### src/rtl/bgf_pkg.sv
package bgf_pkg;

    localparam int DEF_MAX_ROWS = 64;
    localparam int DEF_MAX_COLS = 64;

    // position width, fixed by the 7-bit map size registers
    localparam int PW = 7;
    // Q1.16 value width, 65536 = 1.0
    localparam int VW = 17;
    // magnitude of |v2-v1| * |p-p1|, below 2^24
    localparam int MW = 24;
    localparam int CW = $clog2(MW);

    localparam logic [VW-1:0] ONE_Q16 = 17'h10000;

    typedef enum logic [1:0] {
        CMD_CLEAR = 2'd0,
        CMD_WRITE = 2'd1,
        CMD_FILL  = 2'd2,
        CMD_READ  = 2'd3
    } t_cmd;

    typedef enum logic [1:0] {
        CFG_MAP_ROWS = 2'd0,
        CFG_MAP_COLS = 2'd1,
        CFG_ROW_STEP = 2'd2,
        CFG_COL_STEP = 2'd3
    } t_cfg_idx;

    typedef struct packed {
        logic [PW-1:0] p1;
        logic [PW-1:0] p2;
        logic [PW-1:0] p;
        logic [VW-1:0] v1;
        logic [VW-1:0] v2;
    } t_lerp_req;

endpackage

### src/rtl/bgf_lerp.sv
// v1 + ((v2-v1)*(p-p1)) / (p2-p1), quotient truncated toward zero.
// A multiply state, then a restoring divider at one bit per cycle.
module bgf_lerp import bgf_pkg::*; (
    input  logic          i_clk,
    input  logic          i_rst_n,
    input  logic          i_start,
    input  t_lerp_req     i_req,
    output logic          o_done,
    output logic [VW-1:0] o_val
);

    localparam int XW = VW + PW + 2;

    typedef enum logic [2:0] {
        L_IDLE = 3'b001,
        L_MUL  = 3'b010,
        L_DIV  = 3'b100
    } t_lstate;

    t_lstate              r_state;
    logic                 r_done;
    logic [VW-1:0]        r_val;
    logic [VW-1:0]        r_v1;
    logic signed [VW:0]   r_diff;
    logic signed [PW:0]   r_fac;
    logic signed [PW:0]   r_den;
    logic [PW-1:0]        r_den_mag;
    logic                 r_neg;
    logic [MW-1:0]        r_num;
    logic [PW-1:0]        r_rem;
    logic [CW-1:0]        r_cnt;

    logic signed [XW-1:0] prod;
    logic [XW-1:0]        prod_mag;
    logic [PW:0]          den_abs;
    logic [PW:0]          trial;
    logic                 qbit;
    logic [PW:0]          rem_next;
    logic [MW-1:0]        quot;
    logic [XW-1:0]        squot;
    logic [XW-1:0]        sum;

    always_comb begin
        prod     = r_diff * r_fac;
        prod_mag = prod[XW-1] ? XW'(-prod) : XW'(prod);
        den_abs  = r_den[PW] ? (PW+1)'(-r_den) : (PW+1)'(r_den);
        trial    = {r_rem, r_num[MW-1]};
        qbit     = (trial >= {1'b0, r_den_mag});
        rem_next = qbit ? (trial - {1'b0, r_den_mag}) : trial;
        quot     = {r_num[MW-2:0], qbit};
        squot    = r_neg ? XW'(-{{(XW-MW){1'b0}}, quot}) : {{(XW-MW){1'b0}}, quot};
        sum      = XW'(r_v1) + squot;
    end

    always_ff @(posedge i_clk) begin
        if (!i_rst_n) begin
            r_state <= L_IDLE;
            r_done  <= 1'b0;
        end else begin
            r_done <= 1'b0;
            unique case (r_state)
                L_IDLE: begin
                    if (i_start) begin
                        r_v1    <= i_req.v1;
                        r_diff  <= $signed({1'b0, i_req.v2}) - $signed({1'b0, i_req.v1});
                        r_fac   <= $signed({1'b0, i_req.p}) - $signed({1'b0, i_req.p1});
                        r_den   <= $signed({1'b0, i_req.p2}) - $signed({1'b0, i_req.p1});
                        r_state <= L_MUL;
                    end
                end
                L_MUL: begin
                    if (r_den == '0) begin
                        r_val   <= r_v1;
                        r_done  <= 1'b1;
                        r_state <= L_IDLE;
                    end else begin
                        r_num     <= prod_mag[MW-1:0];
                        r_neg     <= prod[XW-1] ^ r_den[PW];
                        r_den_mag <= den_abs[PW-1:0];
                        r_rem     <= '0;
                        r_cnt     <= '0;
                        r_state   <= L_DIV;
                    end
                end
                L_DIV: begin
                    r_num <= quot;
                    r_rem <= rem_next[PW-1:0];
                    r_cnt <= r_cnt + 1'b1;
                    if (r_cnt == CW'(MW - 1)) begin
                        r_val   <= sum[VW-1:0];
                        r_done  <= 1'b1;
                        r_state <= L_IDLE;
                    end
                end
                default: r_state <= L_IDLE;
            endcase
        end
    end

    assign o_done = r_done;
    assign o_val  = r_val;

endmodule

### config.mk
export PLATFORM = sky130hd
export DESIGN_NAME = bgf_lerp
export DESIGN_NICKNAME = d
export VERILOG_FILES = /design/src/rtl/bgf_pkg.sv /design/src/rtl/bgf_lerp.sv
export SDC_FILE = /design/constraint.sdc
export NUM_CORES = 1
export LEC_CHECK = 0
export BUFFER_PORTS_ARGS = -buffer_cell sky130_fd_sc_hd__buf_2
export CAP_MARGIN = 20
export CORE_MARGIN = 2
export CORE_UTILIZATION = 55
export CTS_CLUSTER_DIAMETER = 60
export DETAILED_ROUTE_END_ITERATION = 6
export PLACE_DENSITY = 0.73
export RECOVER_POWER = 50
export SYNTH_ARGS = -nofsm -noshare
export SYNTH_HDL_FRONTEND = slang
export SYNTH_SLANG_ARGS = --single-unit
### constraint.sdc
create_clock -name i_clk -period 16.4 [get_ports i_clk]
set_input_delay 1.64 -clock i_clk [delete_from_list [all_inputs] [get_ports i_clk]]
set_output_delay 1.64 -clock i_clk [all_outputs]
set_load 0.05 [all_outputs]
==> results of run 1 <==
[critical path, cell delays in order (launching register included)]
cell and delay [ns]:
sky130_fd_sc_hd__edfxtp_1 0.51, sky130_fd_sc_hd__inv_1 0.50, sky130_fd_sc_hd__nor2_1 0.15, sky130_fd_sc_hd__fa_1 0.53
sky130_fd_sc_hd__fa_1 0.52, sky130_fd_sc_hd__fa_1 0.54, sky130_fd_sc_hd__inv_1 0.05, sky130_fd_sc_hd__fa_1 0.53
sky130_fd_sc_hd__inv_1 0.04, sky130_fd_sc_hd__ha_1 0.42, sky130_fd_sc_hd__a21oi_1 0.16, sky130_fd_sc_hd__a21o_1 0.22
sky130_fd_sc_hd__o21a_1 0.20, sky130_fd_sc_hd__or3_1 0.38, sky130_fd_sc_hd__a21oi_1 0.14, sky130_fd_sc_hd__a211o_1 0.67
sky130_fd_sc_hd__nor2_1 0.17, sky130_fd_sc_hd__xor2_1 0.19, sky130_fd_sc_hd__mux2_2 0.28
[cell type report]
cell class	instances	area [um^2]	share of cell area
Clock inverter	14	128	0.00907
Inverter	228	856	0.0608
Clock buffer	18	439	0.0312
Tap cell	313	392	0.0278
Timing Repair Buffer	81	394	0.0280
Multi-Input combinational cell	982	8410	0.598
Sequential cell	116	3440	0.245
[routing by layer]
layer / part of all wire / vias to the layer above / wire length [um]
li1: - / 4672 / -
met1: 0.44 / 4610 / 12000
met2: 0.50 / 235 / 13700
met3: 0.041 / 50 / 1110
met4: 0.023 / 0 / 632
met5: 0 / - / 0
[cells by family after synthesis]
kind of cell | after synthesis
XOR/XNOR | 104
multiplexers | 5
adder cells (fa/ha/maj) | 227
flip-flops | 116
AO/OA/AOI/OAI | 227
buffers and inverters | 257
AND/OR/NAND/NOR | 419
[sequential cells by signal (all words and copies together), names as in the netlist]
| signal | flops |
|---|---|
| r_v1 | 17 |
| r_rem | 7 |
| r_den | 8 |
| o_val | 17 |
| r_den_mag | 7 |
| r_state | 3 |
| r_num | 24 |
| r_fac | 8 |
| o_done | 1 |
| r_neg | 1 |
| r_cnt | 5 |
| r_diff | 18 |
[report_power, final]
part           total, W  internal [W]  switching (W)  leakage [nW]
clock          0.000360      0.000213       0.000147         0.269
combinational   0.00231       0.00100        0.00130          4.92
sequential     0.000492      0.000466      0.0000264          1.06
[stage by stage]
stage	instance area, um^2	hold WS (ns)
2_1_floorplan	12800	0.441
3_3_place_gp	13500	0.473
3_5_place_dp	13500	0.492
4_1_cts	14100	0.499
5_1_grt	14100	0.523
6_report	14100	0.505
[cells in the final DEF, fill, tap and decap left out, drive strengths merged, types with 8 or more instances in the layout]
cell and instances:
a211oi 12, a21o 20, a21oi 60, a31oi 13, and2 110, and3 10, buf 64, clkbuf 35
edfxtp 112, fa 120, ha 107, inv 231, nand2 91, nand2b 21, nand3 15, nand4 10
nor2 94, nor2b 11, nor3 20, nor4 10, o21a 8, o21ai 57, xnor2 76, xor2 28
[worst paths after layout]
kind / startpoint / endpoint / slack (ns) / depth (start not counted)
max: r_fac[7] / r_num[16] / 9.93 / 18
min: r_den[0] / r_den_mag[0] / 0.50 / 0
max reg2reg: r_fac[7] / r_num[16] / 9.93 / 18
min reg2reg: r_den[0] / r_den_mag[0] / 0.50 / 0
==> results.toml, run 1 <==
[outcome]
run_status = "finished with violations"
violated_checks = "max-capacitance violations, max-slew violations"

[synthesis]
total_of_warnings_raised_by_yosys = 0
yosys.area_share.xor_xnor = 0.0711
synth_compound_gate_area_share = 0.118
synthesis.nets = 1640
netlist_instances = 1355
synth_top_cells_by_count = "sky130_fd_sc_hd__inv_1 (227), sky130_fd_sc_hd__fa_1 (120), sky130_fd_sc_hd__edfxtp_1 (112)"
synth_simple_gate_area_frac = 0.170
synth_async_sr_flop_share = 0
post_synth_fa_ha_maj_area_fraction = 0.292
postSynth.topFlopCell = "sky130_fd_sc_hd__edfxtp_1"
synth-seq-area-share = 0.269
multiplexer_fraction_of_the_synthesized_cell_area = 0.00400
syn_avg_cell_area_um2 = 9.46
number_of_synthesized_flops_with_an_enable_pin = 112
synth_largest_type_area_fraction = 0.262
ys_seq_elements = 116
synth.distinct_cells = 74
combinational_family_with_the_most_area_after_synthesis = "adder cells"
mappedNetlistArea_um2 = 12800
most_frequent_cell_after_synthesis = "sky130_fd_sc_hd__inv_1"
ys_top_cells_by_area = "sky130_fd_sc_hd__edfxtp_1 (26%), sky130_fd_sc_hd__fa_1 (19%), sky130_fd_sc_hd__ha_1 (10%)"
synth_top_area_cell = "sky130_fd_sc_hd__edfxtp_1"

[die]
floorplan.die.width_um = 157
top_level_ports = 76
starting_density_of_the_core = 0.563
core_um2 = 22800
chipHeight_um = 157
die_area_um2 = 24500
num_rows = 55

[grt]
via_count_of_the_first_global_routing_pass = 9878
busiest_layer = "met2"
gr-usage-met3 = 0.0429
grt_use_met2 = 0.420
grt_first_pass_wirelength_um = 47100
grt_overflow = 0
track_usage = 0.241
largest_net_degree_at_the_start_of_global_routing = 65
antenna_violations_before_repair = 0
grt_use_met1 = 0.308

[clock_tree]
cts.repair.resized = 0
cts_setup_buffers = 0
h-tree-depth = 4
cts.sink_count = 116
cts.clk_slew.worst_paths_ns = 0.06
tritoncts = "built"
clk_root_buffer_cell = "sky130_fd_sc_hd__clkbuf_16"
ctsLongestPathBuffers = 2
cts_buffers = 17
clk_latency_ns = 0.42
holdBufCountCts = 0

[drt]
post-route-drc-count = 0
wire_per_inst_um = 15.7
detail_route.vias_per_cell = 5.46
detail_route.iter0.violations = 503
detailroute.via_count = 9567
drt.antenna.violating_nets = 0
first_pass_iters = 5
drt-total-wl_um = 27500

[cells_and_area]
final-instance-count-excl-fill = 1752
antenna_cells = 0
post_route_cells_drive_above_1_share = 0.0841
fill_cells = 1901
area_growth_pct = 9.76
num-nets-final = 1711
final_util = 0.618

[timing]
min_period_ns = 6.47
setup-tns-final_ns = 0
maxSlewHeadroom = -1.18
worst_slack_ns = 9.93
setup_viol_count_final = 0
report.final.slew_viol_count = 89
worst_clock_skew_ns = 0.0119
worst_slew_pin_slew_ns = 3.27
timing.final.crit_share = 0.394
hold_viol = 0
rsz0062_at_grt = "false"
fmax_mhz = 155

[power]
total_power_w = 0.00316
power.density_cell_area_nw_per_um2 = 225
vdd.ir_drop.worst_mv = 0.191
leakagePower_nw = 6.25

[placement]
place_congestion = 0.888
place_worst_setup_slack_ns = 10.05
dp.final_hpwl_um = 21200
buffer_ports.inserted = 75
cell_count_post_placement = 1720

[critical_path]
crit_path_start_kind = "register"
cp.required_ns = 16.57
critical_path_peak_fanout = 24
worstSetupEndpointType = "register"
cp.arrival_ns = 6.64
worstSetupPathType = "reg2reg"

[run]
max_cap_viol_count = 2

[worst_hold_path]
hold_class = "reg2reg"
Power figures use the tool's default switching activity.
==> run 2: changes to the inputs <==
Settings changed: ABC_AREA from default to 1, PLACE_DENSITY 0.73 to 0.76.
Clock period 16.4 ns to 5.44 ns, I/O delays scaled along.
==> run 2 against run 1 <==
Net effect: the flow finishes with violations (design-rule violations, max-capacitance violations, max-slew violations); area after synthesis grew 4.7%; via count is 14% higher; largest cell class unchanged; clock skew shrank 0.00088 ns; maximum frequency rose by 25%; clock-buffer cell count down 1; sequential share of layout area decreased by 1.4 points; first-iteration DRC count is 64% higher; critical endpoint is now r_num[23]; routed wire length up 8.1%.
==> results.toml, run 2 <==
[outcome]
run_status = "finished with violations"
violated_checks = "design-rule violations, max-capacitance violations, max-slew violations"

[grt]
track_usage = 0.237
largest_net_degree_at_the_start_of_global_routing = 66
antenna_violations_before_repair = 0
grt_first_pass_wirelength_um = 49300
grt_overflow = 0
via_count_of_the_first_global_routing_pass = 10600

[cells_and_area]
post_route_cells_drive_above_1_share = 0.0933
final_common_cell = "sky130_fd_sc_hd__inv_1"
max_flop_register = "r_num"
num-nets-final = 2094
most-common-layout-cells = "sky130_fd_sc_hd__inv_1 (435), sky130_fd_sc_hd__nand2_1 (414), sky130_fd_sc_hd__fa_1 (119), sky130_fd_sc_hd__edfxtp_1 (112), sky130_fd_sc_hd__ha_1 (102)"
final_util = 0.618
antenna_cells = 0
area_growth_pct = 11.1
largest_register_ff_count = 24
largest_registers = "r_num: 24 flops, r_diff: 18 flops"
final-instance-count-excl-fill = 2146

[placement]
place_worst_setup_slack_ns = 0.0924
cell_count_post_placement = 2107
buffer_ports.inserted = 75
dp.final_hpwl_um = 24200
place_congestion = 0.901

[clock_tree]
cts.sink_count = 116
clk_latency_ns = 0.42
h-tree-depth = 4
tritoncts = "built"
ctsLongestPathBuffers = 2
clk_root_buffer_cell = "sky130_fd_sc_hd__clkbuf_16"
cts_buffers = 17
cts.clk_slew.worst_paths_ns = 0.05

[critical_path]
crit_path_frequent_cell = "sky130_fd_sc_hd__nand2_1"
cp.arrival_ns = 5.35
worstSetupEndpointType = "register"
critical_path.slowest_cell = "sky130_fd_sc_hd__edfxtp_1"
critical_path_peak_fanout = 7
cp.required_ns = 5.60
worstSetupPathType = "reg2reg"
crit_path_start_kind = "register"
slowest_delay_ns = 0.54

[drt]
post-route-drc-count = 7
wire_per_inst_um = 13.8
detailroute.via_count = 10900
drt.antenna.violating_nets = 0
detail_route.vias_per_cell = 5.09
drt-total-wl_um = 29700
detail_route.iter0.violations = 825
first_pass_iters = 7

[synthesis]
synth_async_sr_flop_share = 0
netlist_instances = 1730
postSynth.topFlopCell = "sky130_fd_sc_hd__edfxtp_1"
ys_seq_elements = 116
most_frequent_cell_after_synthesis = "sky130_fd_sc_hd__inv_1"
synth_top_area_cell = "sky130_fd_sc_hd__edfxtp_1"
total_of_warnings_raised_by_yosys = 0
syn_avg_cell_area_um2 = 7.75
synth_largest_type_area_fraction = 0.251
synthesis.nets = 2015
synth.distinct_cells = 47
number_of_synthesized_flops_with_an_enable_pin = 112
synth_top_cells_by_count = "sky130_fd_sc_hd__inv_1 (436), sky130_fd_sc_hd__nand2_1 (416), sky130_fd_sc_hd__fa_1 (120)"
mappedNetlistArea_um2 = 13400
ys_top_cells_by_area = "sky130_fd_sc_hd__edfxtp_1 (25%), sky130_fd_sc_hd__fa_1 (18%), sky130_fd_sc_hd__inv_1 (12%)"
synth-seq-area-share = 0.257

[timing]
hold_viol = 0
worst_slew_pin_slew_ns = 2.68
worst_clock_skew_ns = 0.0110
worst_slack_ns = 0.250
fmax_mhz = 193
maxSlewHeadroom = -0.787
rsz0062_at_grt = "true"
setup_viol_count_final = 0
timing.final.crit_share = 0.954
min_period_ns = 5.19
fin_worst_hold_slack_ns = 0.322
report.final.slew_viol_count = 52

[die]
core_um2 = 24100
starting_density_of_the_core = 0.556
num_rows = 57
die_area_um2 = 25600
floorplan.die.width_um = 160
chipHeight_um = 160
top_level_ports = 76

[run]
max_cap_viol_count = 1

[worst_hold_path]
hold_class = "in2reg"
run 2: what timing repair did:
action	CTS	global route
hold buffers	0	0
endpoints found under the setup margin	0	24
gates resized for setup	0	25
setup buffers	0	6
run 2: through the flow:
stage	area [um^2]	setup TNS [ns]
floorplan	13400	0
global placement	14200	0
detailed placement	14200	0
CTS	14800	0
global route	14900	-0.00894
finish	14900	0
run 2: final timing paths:
check / start / end / slack (ns) / cells past startpoint
setup / recovery: r_fac[1] / r_num[23] / 0.25 / 26
setup reg to reg: r_fac[1] / r_num[23] / 0.25 / 26
hold reg to reg: r_den[0] / r_den_mag[0] / 0.49 / 0
hold / removal: i_req[29] / r_v1[12] / 0.32 / 1
run 2: metal layers:
layer,routed length (um),track usage,part of all wire,vias to the layer above
met5,0,0,0,-
met4,480,0.0590,0.016,0
met3,1790,0.0434,0.060,41
met2,14200,0.400,0.48,294
met1,13200,0.318,0.44,5131
li1,-,-,-,5467
run 2: critical path, delay by kind of cell (launching register included):
kind          cells  cell delay, ns
fa+ha+maj         5            2.15
simple gates     14            1.67
buf+inv           7            0.59
flops             1            0.54
run 2: layout make-up:
cell class                      count  area (um^2)
Fill cell                        2155         9200
Sequential cell                   116         3440
Clock buffer                       17          425
Inverter                          439         1650
Tap cell                          324          405
Clock inverter                     15          180
Multi-Input combinational cell   1127         8210
Timing Repair Buffer              108          592
run 2: cell families after synthesis:
logic type                 Yosys count  synth area share
adders and majority gates          227             0.279
AOI/OAI and AO/OA                  176            0.0720
xor gates and xnor gates            69            0.0451
buffers and inverters              488             0.139
DFF                                116             0.257
and+or+nand+nor                    654             0.209
Power of run 2 is left out: the tool's default activity adds up to more than one toggle a clock period on the data nets, which glitch-free logic cannot reach.
